==> src/hdl/bpdf_pkg.sv <==
// Package for the beacon propagation delay forwarder: request and result types,
// mode and kind codes, and the widths of the distance datapath. No dependencies.
package bpdf_pkg;

  localparam int COORD_BITS = 24;
  localparam int DIFF_W     = COORD_BITS;
  localparam int SQ_W       = 2 * DIFF_W;
  localparam int SUM_W      = 2 * DIFF_W + 2;
  localparam int ROOT_W     = DIFF_W + 1;
  localparam int REM_W      = ROOT_W + 3;
  localparam int RANGE_W    = 25;
  localparam int COUNT_W    = 26;
  localparam int TPT_W      = 16;
  localparam int CNT_W      = $clog2(ROOT_W);
  localparam int DATA_W     = 32;

  localparam logic [TPT_W-1:0] TPT_RESET = 16'd3430;

  localparam logic [1:0] MODE_TICK   = 2'd0;
  localparam logic [1:0] MODE_ARRIVE = 2'd1;
  localparam logic [1:0] MODE_GEOM   = 2'd2;

  localparam logic KIND_FWD   = 1'b0;
  localparam logic KIND_RANGE = 1'b1;

  localparam logic REG_TPT = 1'b0;

  typedef struct packed {
    logic [1:0]                   mode;
    logic [2:0]                   beacon;
    logic [31:0]                  stamp;
    logic signed [COORD_BITS-1:0] drone_x;
    logic signed [COORD_BITS-1:0] drone_y;
    logic signed [COORD_BITS-1:0] drone_z;
    logic signed [COORD_BITS-1:0] anchor_x;
    logic signed [COORD_BITS-1:0] anchor_y;
    logic signed [COORD_BITS-1:0] anchor_z;
  } req_t;

  typedef struct packed {
    logic               kind;
    logic [2:0]         beacon_out;
    logic [31:0]        stamp_out;
    logic [RANGE_W-1:0] range_mm;
    logic               last;
  } res_t;

endpackage

==> src/hdl/beacon_propagation_delay_forwarder_unit.sv <==
// Beacon propagation delay forwarder: per-beacon travel emulation with one shared
// multiplier and a bit-serial square root. Depends on bpdf_pkg.
//
//   channel  signals                               direction
//   in       in_valid_i / in_ready_o / in_i        request (req_t)
//   out      out_valid_o / out_ready_i / out_o     result  (res_t)
//   cfg      psel penable pwrite paddr ...             APB register travel_per_tick
//
// Arrival and ignored requests are handled as they are accepted. A geometry request
// passes through the shared multiplier, ROOT_W (25) square-root steps and an output step.
// A tick walks the beacons one per cycle, save where a full output register holds it.
// Ready is low while a request is in work; a full output register stalls the walk
// or the result step. Reset clears flags, counters, ranges and the output valid flag.
module beacon_propagation_delay_forwarder_unit
  import bpdf_pkg::*;
#(
  parameter int BEACONS = 4
) (
  input  logic              clk_i,
  input  logic              rst_ni,
  input  logic              in_valid_i,
  output logic              in_ready_o,
  input  req_t              in_i,
  output logic              out_valid_o,
  input  logic              out_ready_i,
  output res_t              out_o,
  input  logic              psel,
  input  logic              penable,
  input  logic              pwrite,
  input  logic [2:0]        paddr,
  input  logic [DATA_W-1:0] pwdata,
  output logic [DATA_W-1:0] prdata,
  output logic              pready
);

  localparam int IDX_W = (BEACONS > 1) ? $clog2(BEACONS) : 1;
  localparam logic [IDX_W-1:0] LAST_IDX = IDX_W'(BEACONS - 1);

  localparam logic [2:0] ST_IDLE = 3'd0;
  localparam logic [2:0] ST_MUL  = 3'd1;
  localparam logic [2:0] ST_SQRT = 3'd2;
  localparam logic [2:0] ST_GOUT = 3'd3;
  localparam logic [2:0] ST_WALK = 3'd4;

  logic [2:0]         state_q, state_d;
  logic [CNT_W-1:0]   cnt_q, cnt_d;
  req_t               req_q;
  logic [IDX_W-1:0]   idx_q;
  logic [IDX_W-1:0]   walk_q, walk_d;
  logic [SQ_W-1:0]    prod_q;
  logic [SUM_W-1:0]   acc_q, acc_d;
  logic [REM_W-1:0]   rem_q, rem_d;
  logic [ROOT_W-1:0]  root_q, root_d;
  logic [BEACONS-1:0] fwd_q;
  logic [TPT_W-1:0]   tpt_q;
  logic               out_valid_q, out_valid_d;
  res_t               out_q, out_d;

  logic [RANGE_W-1:0] range_q [BEACONS];
  logic [COUNT_W-1:0] count_q [BEACONS];
  logic [31:0]        stamp_q [BEACONS];
  logic [BEACONS-1:0] recv_q;
  logic [BEACONS-1:0] sent_q;

  logic               accept;
  logic               out_free;
  logic               bcn_ok;
  logic [2:0]         bcn_m1;
  logic [IDX_W-1:0]   bcn_idx;
  logic [BEACONS-1:0] fwd_now;
  logic [BEACONS-1:0] later;
  logic               walk_go;
  logic               geo_wr;
  logic               arr_wr;
  logic               cfg_wr;
  logic signed [COORD_BITS-1:0] sel_d, sel_a;
  logic signed [COORD_BITS:0]   diff;
  logic [DIFF_W-1:0]  diff_abs;
  logic [REM_W-1:0]   rem_sh;
  logic [REM_W-1:0]   trial;

  assign in_ready_o  = (state_q == ST_IDLE);
  assign accept      = in_valid_i && in_ready_o;
  assign out_free    = !out_valid_q || out_ready_i;
  assign out_valid_o = out_valid_q;
  assign out_o       = out_q;

  assign bcn_m1  = in_i.beacon - 3'd1;
  assign bcn_idx = IDX_W'(bcn_m1);
  assign bcn_ok  = (in_i.beacon != 3'd0) && (int'(in_i.beacon) <= BEACONS);
  assign arr_wr  = accept && (in_i.mode == MODE_ARRIVE) && bcn_ok
                   && !recv_q[bcn_idx] && !sent_q[bcn_idx];

  assign pready = 1'b1;
  assign cfg_wr = psel && penable && pwrite && (paddr[2] == REG_TPT);
  assign prdata = (paddr[2] == REG_TPT) ? DATA_W'(tpt_q) : '0;

  always_comb begin
    for (int j = 0; j < BEACONS; j++) begin
      fwd_now[j] = recv_q[j] && !sent_q[j] && !(count_q[j] < COUNT_W'(range_q[j]));
      later[j]   = (j > int'(walk_q));
    end
  end

  always_comb begin
    case (cnt_q)
      CNT_W'(0): begin
        sel_d = req_q.drone_x;
        sel_a = req_q.anchor_x;
      end
      CNT_W'(1): begin
        sel_d = req_q.drone_y;
        sel_a = req_q.anchor_y;
      end
      default: begin
        sel_d = req_q.drone_z;
        sel_a = req_q.anchor_z;
      end
    endcase
    diff     = {sel_d[COORD_BITS-1], sel_d} - {sel_a[COORD_BITS-1], sel_a};
    diff_abs = diff[COORD_BITS] ? DIFF_W'(-diff) : DIFF_W'(diff);
  end

  assign rem_sh = {rem_q[REM_W-3:0], acc_q[SUM_W-1:SUM_W-2]};
  assign trial  = {REM_W'(root_q) << 2} | REM_W'(1);

  assign walk_go = (state_q == ST_WALK) && (!fwd_q[walk_q] || out_free);
  assign geo_wr  = (state_q == ST_GOUT) && out_free;

  always_comb begin
    state_d     = state_q;
    cnt_d       = cnt_q;
    walk_d      = walk_q;
    acc_d       = acc_q;
    rem_d       = rem_q;
    root_d      = root_q;
    out_valid_d = out_valid_q && !out_ready_i;
    out_d       = out_q;
    case (state_q)
      ST_IDLE: begin
        if (accept) begin
          cnt_d  = '0;
          walk_d = '0;
          if (in_i.mode == MODE_TICK) begin
            state_d = ST_WALK;
          end else if (in_i.mode == MODE_GEOM && bcn_ok) begin
            state_d = ST_MUL;
          end
        end
      end
      ST_MUL: begin
        acc_d = (cnt_q == '0) ? '0 : acc_q + SUM_W'(prod_q);
        if (cnt_q == CNT_W'(3)) begin
          cnt_d   = '0;
          rem_d   = '0;
          root_d  = '0;
          state_d = ST_SQRT;
        end else begin
          cnt_d = cnt_q + CNT_W'(1);
        end
      end
      ST_SQRT: begin
        acc_d = acc_q << 2;
        if (rem_sh >= trial) begin
          rem_d  = rem_sh - trial;
          root_d = {root_q[ROOT_W-2:0], 1'b1};
        end else begin
          rem_d  = rem_sh;
          root_d = {root_q[ROOT_W-2:0], 1'b0};
        end
        if (cnt_q == CNT_W'(ROOT_W - 1)) begin
          state_d = ST_GOUT;
        end else begin
          cnt_d = cnt_q + CNT_W'(1);
        end
      end
      ST_GOUT: begin
        if (out_free) begin
          out_valid_d      = 1'b1;
          out_d.kind       = KIND_RANGE;
          out_d.beacon_out = req_q.beacon;
          out_d.stamp_out  = '0;
          out_d.range_mm   = RANGE_W'(root_q);
          out_d.last       = 1'b1;
          state_d          = ST_IDLE;
        end
      end
      ST_WALK: begin
        if (walk_go) begin
          if (fwd_q[walk_q]) begin
            out_valid_d      = 1'b1;
            out_d.kind       = KIND_FWD;
            out_d.beacon_out = 3'(walk_q) + 3'd1;
            out_d.stamp_out  = stamp_q[walk_q];
            out_d.range_mm   = '0;
            out_d.last       = ~|(fwd_q & later);
          end
          if (walk_q == LAST_IDX) begin
            state_d = ST_IDLE;
          end else begin
            walk_d = walk_q + IDX_W'(1);
          end
        end
      end
      default: state_d = ST_IDLE;
    endcase
  end

  always_ff @(posedge clk_i or negedge rst_ni) begin
    if (!rst_ni) begin
      state_q     <= ST_IDLE;
      cnt_q       <= '0;
      walk_q      <= '0;
      out_valid_q <= 1'b0;
      tpt_q       <= TPT_RESET;
      fwd_q       <= '0;
      recv_q      <= '0;
      sent_q      <= '0;
      for (int j = 0; j < BEACONS; j++) begin
        range_q[j] <= '0;
        count_q[j] <= '0;
      end
    end else begin
      state_q     <= state_d;
      cnt_q       <= cnt_d;
      walk_q      <= walk_d;
      out_valid_q <= out_valid_d;
      if (cfg_wr) begin
        tpt_q <= pwdata[TPT_W-1:0];
      end
      if (accept) begin
        fwd_q <= fwd_now;
      end
      if (arr_wr) begin
        recv_q[bcn_idx] <= 1'b1;
      end
      if (geo_wr) begin
        range_q[idx_q] <= RANGE_W'(root_q);
      end
      if (walk_go) begin
        if (!recv_q[walk_q] && sent_q[walk_q]) begin
          sent_q[walk_q] <= 1'b0;
        end else if (recv_q[walk_q] && sent_q[walk_q]) begin
          recv_q[walk_q] <= 1'b0;
        end else if (recv_q[walk_q]) begin
          if (fwd_q[walk_q]) begin
            sent_q[walk_q]  <= 1'b1;
            count_q[walk_q] <= '0;
          end else begin
            count_q[walk_q] <= count_q[walk_q] + COUNT_W'(tpt_q);
          end
        end
      end
    end
  end

  always_ff @(posedge clk_i) begin
    out_q  <= out_d;
    acc_q  <= acc_d;
    rem_q  <= rem_d;
    root_q <= root_d;
    prod_q <= diff_abs * diff_abs;
    if (accept) begin
      req_q <= in_i;
      idx_q <= bcn_idx;
    end
    if (arr_wr) begin
      stamp_q[bcn_idx] <= in_i.stamp;
    end
  end

endmodule
==> config.mk <==
export PLATFORM = sky130hd
export DESIGN_NAME = beacon_propagation_delay_forwarder_unit
export DESIGN_NICKNAME = d
export VERILOG_FILES = /design/src/hdl/bpdf_pkg.sv /design/src/hdl/beacon_propagation_delay_forwarder_unit.sv
export SDC_FILE = /design/constraint.sdc
export NUM_CORES = 2
export LEC_CHECK = 0
export BUFFER_PORTS_ARGS = -buffer_cell sky130_fd_sc_hd__buf_4
export CORE_MARGIN = 2
export CORE_UTILIZATION = 40
export CTS_BUF_LIST = sky130_fd_sc_hd__clkbuf_8
export CTS_CLUSTER_SIZE = 24
export DETAILED_ROUTE_END_ITERATION = 16
export MAX_ROUTING_LAYER = met4
export RECOVER_POWER = 50
export REMOVE_ABC_BUFFERS = 1
export SYNTH_ARGS = -nofsm -noshare
export SYNTH_HDL_FRONTEND = slang
export SYNTH_SLANG_ARGS = --single-unit
==> constraint.sdc <==
create_clock -name clk_i -period 13.6 [get_ports clk_i]
set_input_delay 2.72 -clock clk_i [delete_from_list [all_inputs] [get_ports clk_i]]
set_output_delay 2.72 -clock clk_i [all_outputs]
set_load 0.03 [all_outputs]
==> impl_metrics.yaml <==
floorplanning:
  dieHeight_um: 365
  start_util_pct: 40.3
  die_area_um2: 133000
  ios: 320
  core_region_area_um2: 129000
  rows: 132
  fp.dieW_um: 365
clock_network:
  cts_tree: "done"
  htreeDepth: 4
  cts-resized-gates: 0
  cts_sinks: 730
  cts-root-buf: "clkbuf_8"
  cts_setup_buffers: 0
  cts_buffers: 134
  clock_latency_ns: 0.89
  clkTransAtPathRegs_ns: 0.06
  cts_max_path_buffers: 3
  hold_buffers: 0
logic_synthesis:
  synth_top_area_share_pct: 25.4
  synth-seq-cells: 730
  synth_edf_count: 440
  synth_area_leader_cell: "edfxtp_1"
  netlist_top_cells_area: "edfxtp_1, fa_1, dfrtp_1"
  synth.distinct_cells: 106
  syn_area_um2: 52100
  synth_area_per_cell_um2: 10.8
  ys_seq_area_share_pct: 38.9
  synth_top_flop_cell: "edfxtp_1"
  syn-instance-count: 4833
  synth_async_sr_flop_share_pct: 33.3
  ys_warn_count: 0
cells_and_area:
  area_growth_pct: 12.6
  nets: 6186
  layout-drive-gt1-share_pct: 12.7
  fill_cells: 12252
detailed_routing:
  drc: 0
  drtAntennaViolNets: 0
  dr_total_vias: 35786
  routedWlPerCell_um: 18.5
  drt_first_iter_violations: 2088
  wirelength_um: 129000
  drtPass1Iterations: 5
  vias_per_cell: 5.11
placement:
  pre_cts_slack_ns: 0.983
  port_buffers: 284
  globalplace.congestion: 0.908
  hpwl_um: 95700
critical_path:
  cp.arrival_ns: 13.35
  critPathKind: "reg2reg"
  slowest_stage: "nor4b_1"
  cp_max_fo: 43
  cp-end-kind: "register"
  crit_path_start_kind: "register"
  rr_worst_depth: 43
  cp_slowest_stage_delay_ns: 0.73
  cpMostUsedCell: "fa_1"
  required_ns: 14.32
run_status:
  status: "finished, violations left"
  violations: "capacitance limit, slew limit"
sta:
  slew_violations: 700
  fmax_ghz: 0.0792
  finalHoldWorstSlack_ns: 0.480
  fin_ws_ns: 0.977
  setup_viol_count_final: 0
  skew_ns: 0.0661
  rsz0062_at_grt: "no"
  tns_ns: 0
  hold_viol: 0
  finalCriticalPeriod_ns: 12.62
  fin_crit_sh_pct: 92.8
  maxSlewHeadroom_pct: -327
  worstMarginPinSlew_ns: 6.41
global_routing:
  first_global_vias: 37495
  antenna_found_initial: 5
  grtUsageTotal_pct: 20.3
  grt_max_degree: 115
  grt.overflow.total: 0
  grt_pass1_wl_um: 205000
worst_hold_path:
  hold_depth: 2
  hp-class: "reg2reg"
flow_run:
  drv_cap: 13
[layout by cell type (no fill, tap or decap), types with 21 or more instances in the layout]
cell      synthesis  layout
inv_1           690     736
nand2_1         473     473
edfxtp_1        440     440
fa_1            425     425
ha_1            393     393
nor2_1          342     336
o21ai_0         266     266
dfrtp_1         236     234
a21oi_1         206     206
buf_4            19     162
clkbuf_8          4     145
clkbuf_4          0     138
xnor2_1         108     106
a21o_1          105     105
mux4_2           61      61
xor2_1           58      58
nor2b_1          58      58
mux2_2           58      58
o31ai_1          58      58
nand2b_1         55      55
clkbuf_1        141      55
and3_1           51      51
dfxtp_1          47      47
nor3_1           46      46
nand3_1          32      32
nand4_1          31      31
o21bai_1         29      29
a22o_1           28      28
a31oi_1          25      25
a22oi_1          25      25
o21a_1           21      21
[cell families (layout without fill, tap and decap cells)]
group	after synthesis	in the layout	share of synthesized area, %
multiplexers	136	136	4.22
adder cells (fa/ha/maj)	818	818	25.8
AO/OA/AOI/OAI	899	899	11.1
other	2	25	0.0144
buffers and inverters	888	1289	6.68
XOR/XNOR	171	171	2.98
flip-flops	730	730	38.9
AND/OR/NAND/NOR	1189	1189	10.4
[final cells by class]
type,count,area [um^2],area share [%]
multi-input cells,3230,28500,48.5
flip-flops and latches,730,20200,34.5
inverters,693,2600,4.44
repair buffers,356,2480,4.23
well taps,1742,2180,3.72
clock buffers,145,2000,3.40
clock inverters,95,653,1.11
diodes,8,20.0,0.0341
[cells in the mapped netlist (12+ instances only)]
cell type  count
a211oi_1      19
edfxtp_1     440
inv_1        690
nand2_1      473
or3_1         13
mux2_2        58
a21oi_1      206
dfxtp_1       47
o21bai_1      29
a22oi_1       25
mux4_2        61
buf_4         19
o21a_1        21
nor2b_1       58
xor2_1        58
a21o_1       105
o211ai_1      12
dfrtp_1      236
o31ai_1       58
and3_1        51
fa_1         425
o21ai_0      266
nand3_1       32
nor2_1       342
nor3b_1       14
buf_1         17
nand4_1       31
xnor2_1      108
clkbuf_1     141
nor3_1        46
and2_1        21
a22o_1        28
a31oi_1       25
mux2i_1       17
ha_1         393
nand2b_1      55
or2_2         13
[flip-flops by register name, indices dropped and copies added (netlist names), named ones only]
register	flops
req_q	147
stamp_q	128
count_q	104
range_q	100
out_o	62
acc_q	50
prod_q	47
rem_q	26
root_q	25
tpt_q	16
cnt_q	5
fwd_q	4
recv_q	4
state_q	3
idx_q	2
walk_q	2
out_valid_o	1
[per-stage QoR]
step / instances / utilization, % / cell area, um^2
finish: 6999 / 45.4 / 58700
detailed placement: 6751 / 43.5 / 56200
global placement: 6751 / 43.5 / 56200
global route: 6997 / 45.3 / 58600
floorplan: 4653 / - / 51300
CTS: 6991 / 45.5 / 58900
[critical path, delay by kind of cell, from the launching register on]
kind	cells	cell delay, ns
buffers and inverters	7	1.10
and+or+nand+nor	10	2.44
adders and majority gates	10	4.51
AOI/OAI and AO/OA	14	3.37
xor gates and xnor gates	2	0.59
DFF	1	0.43
[routing by layer]
| metal | global-route usage (%) | part of all wire, % |
|---|---|---|
| met1 | 26.1 | 44 |
| met2 | 32.9 | 48 |
| met3 | 3.69 | 5.5 |
| met4 | 6.08 | 2.6 |
| met5 | - | 0 |
[path summary, 6_finish.rpt]
check | start | endpoint | slack, ns
min in group asynchronous | rst_ni | count_q[64] | 4.21
max | cnt_q[0] | prod_q[47] | 0.98
min | range_q[6] | range_q[6] | 0.48
min reg2reg | range_q[6] | range_q[6] | 0.48
max reg2reg | cnt_q[0] | prod_q[47] | 0.98
max in group asynchronous | rst_ni | walk_q[0] | 4.79
Power is not shown: default switching activity piles up to over one toggle a cycle in this logic, so the estimate is an artifact.
